### src/rtl/core/afmt_pkg.sv
// Package for the address-filtered mailbox table: sizes, operation and status codes,
// request and response records, and the payload string-copy function.
// No dependencies.
`timescale 1ns / 1ps

package afmt_pkg;

  localparam int SLOTS         = 16;
  localparam int SLOT_W        = 4;
  localparam int OP_W          = 3;
  localparam int STATUS_W      = 3;
  localparam int ADDR_W        = 9;
  localparam int BUS_ADDR_W    = 8;
  localparam int PAYLOAD_BYTES = 8;
  localparam int PAYLOAD_W     = 64;
  localparam int CNT_W         = 32;
  localparam int IN_TDATA_W    = 80;
  localparam int OUT_TDATA_W   = 136;

  typedef enum logic [OP_W-1:0] {
    OP_ADD    = 3'd0,
    OP_REMOVE = 3'd1,
    OP_OPEN   = 3'd2,
    OP_CLOSE  = 3'd3,
    OP_SETADR = 3'd4,
    OP_RECV   = 3'd5,
    OP_READ   = 3'd6,
    OP_TICK   = 3'd7
  } op_e;

  typedef enum logic [STATUS_W-1:0] {
    ST_OK      = 3'd0,
    ST_BADARG  = 3'd1,
    ST_ALREADY = 3'd2,
    ST_ABSENT  = 3'd3,
    ST_NOTOPEN = 3'd4,
    ST_USED    = 3'd5,
    ST_EMPTY   = 3'd6,
    ST_DROPPED = 3'd7
  } status_e;

  typedef enum logic [1:0] {
    SLOT_ABSENT = 2'd0,
    SLOT_CLOSED = 2'd1,
    SLOT_OPEN   = 2'd2
  } slot_st_e;

  // Packed lowest field last, so the record maps straight onto tdata.
  typedef struct packed {
    logic [PAYLOAD_W-1:0] payload;
    logic [ADDR_W-1:0]    address;
    logic [SLOT_W-1:0]    slot;
    op_e                  op;
  } req_t;

  typedef struct packed {
    logic [PAYLOAD_W-1:0] msg_payload;
    logic [CNT_W-1:0]     msg_time;
    logic [CNT_W-1:0]     msg_id;
    logic [SLOT_W-1:0]    hit_slot;
    status_e              status;
  } rsp_t;

  // Keep bytes up to the first zero byte; later ones read as zero.
  function automatic logic [PAYLOAD_W-1:0] string_copy(input logic [PAYLOAD_W-1:0] data);
    logic [PAYLOAD_W-1:0] kept;
    logic                 live;
    kept = '0;
    live = 1'b1;
    for (int b = 0; b < PAYLOAD_BYTES; b++) begin
      if (data[8*b +: 8] == 8'h00) begin
        live = 1'b0;
      end
      if (live) begin
        kept[8*b +: 8] = data[8*b +: 8];
      end
    end
    return kept;
  endfunction

endpackage

### src/rtl/core/afmt_engine.sv
// Slot table, mailboxes and counters; decodes one request per step.
// Depends on afmt_pkg.
`timescale 1ns / 1ps

module afmt_engine import afmt_pkg::*; (
  input  logic clk_i,
  input  logic rst_ni,
  input  logic step_i,
  input  req_t req_i,
  output rsp_t rsp_o
);

  slot_st_e              state_q  [SLOTS];
  logic [BUS_ADDR_W-1:0] addr_q   [SLOTS];
  logic [SLOTS-1:0]      assigned_q;
  logic [SLOTS-1:0]      valid_q;
  logic [CNT_W-1:0]      frame_q;
  logic [CNT_W-1:0]      tick_q;

  // mailbox contents, meaningful only while valid_q is set
  logic [CNT_W-1:0]      mb_id_q   [SLOTS];
  logic [CNT_W-1:0]      mb_time_q [SLOTS];
  logic [PAYLOAD_W-1:0]  mb_data_q [SLOTS];

  logic [SLOTS-1:0]      match;
  logic [SLOT_W-1:0]     hit_idx;
  logic                  any_match;
  logic [BUS_ADDR_W-1:0] cmp_addr;
  slot_st_e              cur_st;
  logic                  slot_ok;

  logic                  st_we;
  slot_st_e              st_new;
  logic                  clr_slot;
  logic                  addr_we;
  logic                  mail_we;
  logic                  frame_inc;
  logic                  tick_inc;

  assign cmp_addr = req_i.address[BUS_ADDR_W-1:0];
  assign cur_st   = state_q[req_i.slot];
  assign slot_ok  = (int'(req_i.slot) < SLOTS);

  // open slots holding the requested address
  always_comb begin
    for (int i = 0; i < SLOTS; i++) begin
      match[i] = (state_q[i] == SLOT_OPEN) && assigned_q[i] && (addr_q[i] == cmp_addr);
    end
  end

  // lowest matching slot wins
  always_comb begin
    hit_idx = '0;
    for (int i = SLOTS - 1; i >= 0; i--) begin
      if (match[i]) begin
        hit_idx = SLOT_W'(i);
      end
    end
  end

  assign any_match = |match;

  always_comb begin
    rsp_o     = '0;
    st_we     = 1'b0;
    st_new    = SLOT_ABSENT;
    clr_slot  = 1'b0;
    addr_we   = 1'b0;
    mail_we   = 1'b0;
    frame_inc = 1'b0;
    tick_inc  = 1'b0;
    if (req_i.op == OP_RECV) begin
      frame_inc = 1'b1;
      if (any_match) begin
        rsp_o.status   = ST_OK;
        rsp_o.hit_slot = hit_idx;
        mail_we        = 1'b1;
      end else begin
        rsp_o.status = ST_DROPPED;
      end
    end else if (req_i.op == OP_TICK) begin
      tick_inc = 1'b1;
    end else if (!slot_ok) begin
      rsp_o.status = ST_BADARG;
    end else begin
      unique case (req_i.op)
        OP_ADD: begin
          if (cur_st != SLOT_ABSENT) begin
            rsp_o.status = ST_BADARG;
          end else begin
            st_we    = 1'b1;
            st_new   = SLOT_CLOSED;
            clr_slot = 1'b1;
          end
        end
        OP_REMOVE: begin
          if (cur_st == SLOT_ABSENT) begin
            rsp_o.status = ST_ABSENT;
          end else begin
            st_we    = 1'b1;
            st_new   = SLOT_ABSENT;
            clr_slot = 1'b1;
          end
        end
        OP_OPEN: begin
          if (cur_st == SLOT_OPEN) begin
            rsp_o.status = ST_ALREADY;
          end else if (cur_st == SLOT_ABSENT) begin
            rsp_o.status = ST_ABSENT;
          end else begin
            st_we  = 1'b1;
            st_new = SLOT_OPEN;
          end
        end
        OP_CLOSE: begin
          if (cur_st == SLOT_OPEN) begin
            st_we  = 1'b1;
            st_new = SLOT_CLOSED;
          end else begin
            rsp_o.status = ST_NOTOPEN;
          end
        end
        OP_SETADR: begin
          if (req_i.address[ADDR_W-1:BUS_ADDR_W] != '0) begin
            rsp_o.status = ST_BADARG;
          end else if (cur_st == SLOT_ABSENT) begin
            rsp_o.status = ST_ABSENT;
          end else if (any_match) begin
            rsp_o.status = ST_USED;
          end else begin
            addr_we = 1'b1;
          end
        end
        OP_READ: begin
          if (!valid_q[req_i.slot]) begin
            rsp_o.status = ST_EMPTY;
          end else begin
            rsp_o.msg_id      = mb_id_q[req_i.slot];
            rsp_o.msg_time    = mb_time_q[req_i.slot];
            rsp_o.msg_payload = mb_data_q[req_i.slot];
          end
        end
        OP_RECV, OP_TICK: begin
          rsp_o.status = ST_OK;
        end
      endcase
    end
  end

  always_ff @(posedge clk_i or negedge rst_ni) begin
    if (!rst_ni) begin
      for (int i = 0; i < SLOTS; i++) begin
        state_q[i] <= SLOT_ABSENT;
        addr_q[i]  <= '0;
      end
      assigned_q <= '0;
      valid_q    <= '0;
      frame_q    <= '0;
      tick_q     <= '0;
    end else if (step_i) begin
      if (st_we) begin
        state_q[req_i.slot] <= st_new;
      end
      if (clr_slot) begin
        addr_q[req_i.slot]     <= '0;
        assigned_q[req_i.slot] <= 1'b0;
        valid_q[req_i.slot]    <= 1'b0;
      end
      if (addr_we) begin
        addr_q[req_i.slot]     <= cmp_addr;
        assigned_q[req_i.slot] <= 1'b1;
      end
      if (mail_we) begin
        valid_q[hit_idx] <= 1'b1;
      end
      if (frame_inc) begin
        frame_q <= frame_q + CNT_W'(1);
      end
      if (tick_inc) begin
        tick_q <= tick_q + CNT_W'(1);
      end
    end
  end

  // mailbox payload storage, no reset
  always_ff @(posedge clk_i) begin
    if (step_i && mail_we) begin
      mb_id_q[hit_idx]   <= frame_q;
      mb_time_q[hit_idx] <= tick_q;
      mb_data_q[hit_idx] <= string_copy(req_i.payload);
    end
  end

`ifndef NO_ASSERTIONS
  a_recv_fills : assert property (@(posedge clk_i) disable iff (!rst_ni)
    step_i && req_i.op == OP_RECV && rsp_o.status == ST_OK |=> valid_q[$past(hit_idx)])
    else $error("delivered frame did not mark its mailbox valid");

  a_frame_id : assert property (@(posedge clk_i) disable iff (!rst_ni)
    step_i && req_i.op == OP_RECV |=> frame_q == $past(frame_q) + CNT_W'(1))
    else $error("frame id not advanced on receive");

  a_tick : assert property (@(posedge clk_i) disable iff (!rst_ni)
    step_i && req_i.op == OP_TICK |=> tick_q == $past(tick_q) + CNT_W'(1))
    else $error("tick count not advanced");

  a_hit_only_recv : assert property (@(posedge clk_i) disable iff (!rst_ni)
    step_i && rsp_o.hit_slot != '0 |-> req_i.op == OP_RECV && rsp_o.status == ST_OK)
    else $error("hit slot reported outside a delivered frame");
`endif

endmodule

### src/rtl/core/address_filtered_mailbox_table_core.sv
// Top level of the address-filtered mailbox table: stream handshakes, input and
// result registers around the slot engine. Depends on afmt_pkg and afmt_engine.
`timescale 1ns / 1ps

//  channel   | direction | tdata fields (low bit up)                        | width
//  ----------+-----------+--------------------------------------------------+------
//  s_axis    | in        | operation, slot, address, payload                | 80
//  m_axis    | out       | status, hit_slot, msg_id, msg_time, msg_payload  | 136
//
// One transaction per cycle sustained while m_axis is ready. The input register loads at
// the accept edge and the engine result is registered once the result register is free,
// so m_axis_tvalid rises after the s_axis accept. Table state updates at the same edge
// the result is registered, so the next transaction always sees it. Reset (rst_ni, async,
// active low) empties both registers, marks every slot absent and clears both counters;
// mailbox data is left unreset. A stalled m_axis holds the result and backs up into
// s_axis only once the input register is also full.

module address_filtered_mailbox_table_core import afmt_pkg::*; (
  input  logic                   clk_i,
  input  logic                   rst_ni,
  input  logic                   s_axis_tvalid,
  output logic                   s_axis_tready,
  input  logic [IN_TDATA_W-1:0]  s_axis_tdata,  // operation, slot, address, payload
  output logic                   m_axis_tvalid,
  input  logic                   m_axis_tready,
  output logic [OUT_TDATA_W-1:0] m_axis_tdata   // status, hit_slot, msg_id, msg_time,
                                                // msg_payload, one zero pad bit
);

  logic in_v_q, in_v_d;
  req_t in_q;
  logic out_v_q, out_v_d;
  rsp_t out_q;
  rsp_t rsp;
  logic out_free;
  logic step;
  logic in_take;

  // result register can load when empty or being drained this cycle
  assign out_free      = !out_v_q || m_axis_tready;
  assign step          = in_v_q && out_free;
  assign s_axis_tready = !in_v_q || out_free;
  assign in_take       = s_axis_tvalid && s_axis_tready;

  always_comb begin
    in_v_d = in_v_q;
    if (in_take) begin
      in_v_d = 1'b1;
    end else if (step) begin
      in_v_d = 1'b0;
    end
    out_v_d = out_v_q;
    if (step) begin
      out_v_d = 1'b1;
    end else if (m_axis_tready) begin
      out_v_d = 1'b0;
    end
  end

  always_ff @(posedge clk_i or negedge rst_ni) begin
    if (!rst_ni) begin
      in_v_q  <= 1'b0;
      out_v_q <= 1'b0;
    end else begin
      in_v_q  <= in_v_d;
      out_v_q <= out_v_d;
    end
  end

  // payload registers
  always_ff @(posedge clk_i) begin
    if (in_take) begin
      in_q <= req_t'(s_axis_tdata);
    end
    if (step) begin
      out_q <= rsp;
    end
  end

  afmt_engine u_engine (
    .clk_i  (clk_i),
    .rst_ni (rst_ni),
    .step_i (step),
    .req_i  (in_q),
    .rsp_o  (rsp)
  );

  assign m_axis_tvalid = out_v_q;
  assign m_axis_tdata  = {1'b0, out_q};

endmodule

### config.mk
export PLATFORM = sky130hd
export DESIGN_NAME = address_filtered_mailbox_table_core
export DESIGN_NICKNAME = d
export VERILOG_FILES = /design/src/rtl/core/afmt_pkg.sv /design/src/rtl/core/afmt_engine.sv /design/src/rtl/core/address_filtered_mailbox_table_core.sv
export SDC_FILE = /design/constraint.sdc
export NUM_CORES = 2
export LEC_CHECK = 0
export BUFFER_PORTS_ARGS = -buffer_cell sky130_fd_sc_hd__buf_2
export CORE_ASPECT_RATIO = 0.75
export CORE_UTILIZATION = 35
export CTS_CLUSTER_SIZE = 40
export DETAILED_ROUTE_END_ITERATION = 10
export PLACE_DENSITY = 0.6
export SYNTH_ARGS = -nofsm -noshare
export SYNTH_HDL_FRONTEND = slang
export SYNTH_SLANG_ARGS = --single-unit
export TNS_END_PERCENT = 20
### constraint.sdc
create_clock -name clk_i -period 9.9 [get_ports clk_i]
set_input_delay 0.99 -clock clk_i [delete_from_list [all_inputs] [get_ports clk_i]]
set_output_delay 0.99 -clock clk_i [all_outputs]
set_load 0.02 [all_outputs]
==> out/qor.csv <==
stage,metric,value,unit
run_status,status,completed,
die,# rows,167,
route,drt first pass iters,5,
sta,min Tclk post-route,5.60,ns
logic_synthesis,area share of the largest cell type after synthesis,69.9,%
logic_synthesis,"Distinct cells, synth",61,
grt,GR Util met3,2.46,%
pwr,Pleak,35.7,nW
logic_synthesis,Mapped Nets,4495,
worst_setup_path,CP max-delay cell,buf_4,
worst_setup_path,largest stage delay on the critical path,0.83,ns
pwr,PwrDens,197,nW/um2
worst_setup_path,CP arrival,6.09,ns
sta,fmax,0.178,GHz
worst_setup_path,worst reg-to-reg path cell count,11,
layout,nets,4827,
clocking,Num CTS Buffers,239,
logic_synthesis,Gate Count Post-Synth,4409,
logic_synthesis,Synth area leader,edfxtp_1,
clocking,H-tree Lvls,4,
route,1st-iter DRT viols,4287,
sta,Slew @ Worst Pin,1.19,ns
grt,vias in the first global route,47200,
clocking,Worst-path clk slew,0.06,ns
pwr,Max IR drop VDD,158,uV
sta,count of final setup violators,0,
sta,Min Hold Slack,0.163,ns
clocking,Post-CTS Setup Inserts,0,
layout,share of cells above drive strength 1,28.3,%
route,post-route antenna net violation count,0,
layout,Syn-to-layout area delta,13.9,%
worst_setup_path,CP top delay family,buffers and inverters,
worst_setup_path,"Buf+Inv Stages, Crit Path",3,
grt,GR Util met2,26.9,%
worst_setup_path,reg-to-reg setup timing slack,4.30,ns
logic_synthesis,asr flop ratio synth,10.2,%
grt,grt ovf,0,
clocking,CTS max path bufs,4,
grt,Total GRT Usage,16.2,%
placed_design,Routability Congestion,0.783,
logic_synthesis,dominant synthesized flop cell,edfxtp_1,
clocking,CTS root buf,clkbuf_16,
clocking,clk sink count,2521,
route,routed len/inst,26.5,um
job,total of max-cap violations,0,
worst_hold_path,Hold Crit Class,in -> async,
grt,met1 usage,22.5,%
route,DRC violations left,0,
layout,"leading cell type in the layout, fill and taps excluded",edfxtp_1,
logic_synthesis,sequential share of the synthesized area,76.6,%
die,core area,276000,um2
worst_setup_path,Worst Path Required,10.39,ns
worst_setup_path,Setup Crit Path Kind,reg -> reg,
grt,first-pass GRT wire length,334000,um
placed_design,post-DP HPWL,116000,um
route,vias per cell,5.21,
logic_synthesis,"Avg Cell Area, Syn",22.0,um2
worst_setup_path,Crit path top cell by count,buf_4,
sta,worst rel slew slack,20.8,%
worst_setup_path,Setup crit end kind,flip-flop,
layout,Fillers,24100,
logic_synthesis,Synth Warn #,0,
clocking,latest clock arrival within the worst-skew pair,0.91,ns
route,routed wire length,230000,um
sta,Fin. Hold Viols,0,
die,die footprint,280000,um2
clocking,post-cts sizing count,0,
worst_setup_path,Worst R2R End,u_engine.mb_data_q[11][49],
logic_synthesis,"EDFF count, synth",2263,
worst_setup_path,worst-path fanout max,44,
route,Vias,45100,
grt,pin count of the biggest net entering global routing,176,
grt,Top Usage Layer GRT,met2,
layout,"leading cell types in the layout, fill and taps excluded","2263 x edfxtp_1, 655 x mux4_2, 258 x dfrtp_1, 241 x clkbuf_16, 219 x buf_2",
sta,RSZ-0062 raised after global routing,no,
placed_design,# port buffers,220,
clocking,CTS tree,yes,
die,Initial Utilization,35.2,%
die,die extent in x,610,um
sta,Fin Setup TNS,0,ns
grt,initial antenna violation count,7,
worst_setup_path,critical path launch point type,flip-flop,
logic_synthesis,Synth area leaders,"edfxtp_1 70%, mux4_2 15%, dfrtp_1 6.6%",
logic_synthesis,mapped cell area,97200,um2
sta,Max Slew Vio Count,0,
die,die height,458,um
sta,Clock Skews,0.0592,ns
die,IO Pins,222,
worst_setup_path,crit path cell chain,"buf_4, xor2_1, nor4_1, nand3_1, a211oi_1, o211ai_1, a211o_1, nand3b_1, nor2_4, buf_4, buf_4",
clocking,cts hold-fix bufs,0,
sta,fin crit share,56.6,%
logic_synthesis,synthesis-stage register bit count,2521,
worst_setup_path,reg-to-reg startpoint,in_q[10],
==> state kept, by name, indices dropped and copies added (netlist names), named ones only <==
name / count
in_v_q: 1
in_q: 80
u_engine.mb_data_q: 1024
u_engine.frame_q: 32
u_engine.mb_time_q: 512
u_engine.assigned_q: 2
u_engine.addr_q: 16
u_engine.valid_q: 16
m_axis_tvalid: 1
u_engine.tick_q: 32
m_axis_tdata: 135
u_engine.mb_id_q: 512
u_engine.state_q: 32
==> where the power goes <==
| part | internal, mW | switching (mW) | total [mW] |
|---|---|---|---|
| logic | 0.389 | 0.530 | 0.919 |
| clock network | 5.09 | 3.98 | 9.07 |
| registers | 11.7 | 0.149 | 11.9 |
==> worst reg2reg max path, stage by stage (launching register included) <==
cell and delay (ns):
edfxtp_1 0.81, buf_4 0.41, xor2_1 0.14, nor4_1 0.26
nand3_1 0.16, a211oi_1 0.40, o211ai_1 0.16, a211o_1 0.43
nand3b_1 0.59, nor2_4 0.21, buf_4 0.68, buf_4 0.90
==> through the flow <==
step	util [%]	setup WS, ns	cells	total power [mW]	area (um2)
after floorplan	-	1.55	4409	12.7	97200
after global placement	37.3	4.28	8218	13.0	103000
after detailed placement	37.3	4.33	8218	13.0	103000
after CTS	40.1	4.31	8655	22.1	111000
after global routing	40.1	4.10	8656	22.5	111000
final	40.1	4.30	8657	21.8	111000
==> worst max-delay path by stage <==
stage / from / to / slack (ns) / cells after the start
floorplan: in_q[7] / u_engine.mb_data_q[3][0] / 1.55 / 11
global placement: in_q[10] / u_engine.mb_data_q[15][33] / 4.28 / 11
detailed placement: in_q[10] / u_engine.mb_data_q[15][33] / 4.33 / 11
CTS: in_q[10] / u_engine.mb_time_q[11][27] / 4.31 / 11
global route: in_q[10] / u_engine.mb_data_q[15][47] / 4.10 / 11
finish: in_q[10] / u_engine.mb_data_q[11][49] / 4.30 / 11
==> cell families (layout without fill, tap and decap cells) <==
| kind of cell | Yosys count | count (layout) | synth area share, % |
|---|---|---|---|
| compound gates | 201 | 201 | 1.67 |
| xor+xnor | 191 | 191 | 1.72 |
| fa+ha+maj | 2 | 2 | 0.0257 |
| buf+inv | 234 | 762 | 0.991 |
| flops | 2521 | 2521 | 76.6 |
| mux | 690 | 690 | 15.6 |
| other cells | 1 | 3 | 0.00386 |
| simple gates | 569 | 569 | 3.42 |
==> area by class of cell <==
type	instances	area [um2]	area share, %
sequential	2521	74400	67.2
multi-input combinational	1654	21900	19.8
clock buffer	309	6410	5.79
tap	3718	4650	4.20
timing repair buffer	313	2020	1.83
clock inverter	128	1220	1.11
inverter	12	52.6	0.0475
antenna	2	5.00	0.00452
==> cells in the mapped netlist (6+ instances only) <==
| library cell | instances |
|---|---|
| inv_1 | 12 |
| nand2_2 | 8 |
| nor2b_1 | 137 |
| nor3_1 | 29 |
| buf_4 | 17 |
| xor2_1 | 62 |
| and2_1 | 60 |
| nand2_1 | 84 |
| xnor2_1 | 129 |
| nor2_1 | 55 |
| mux4_2 | 655 |
| dfrtp_1 | 258 |
| and3_1 | 17 |
| nand4b_1 | 14 |
| nor4_1 | 31 |
| mux2_2 | 34 |
| buf_2 | 11 |
| nand2b_1 | 17 |
| a22o_1 | 129 |
| nand3_1 | 47 |
| nand4_1 | 25 |
| a21o_1 | 22 |
| a21oi_1 | 7 |
| edfxtp_1 | 2263 |
| clkbuf_1 | 139 |
| buf_1 | 54 |
| o2bb2ai_1 | 6 |
| o21ai_0 | 18 |
| nor3_2 | 8 |
==> metal layers <==
layer  vias up  part of all wire [%]
li1      19000                     -
met1     24600                    43
met2      1288                    49
met3       294                   5.2
met4         0                   2.4
met5         -                     0
(Power assumes the default switching activity.)
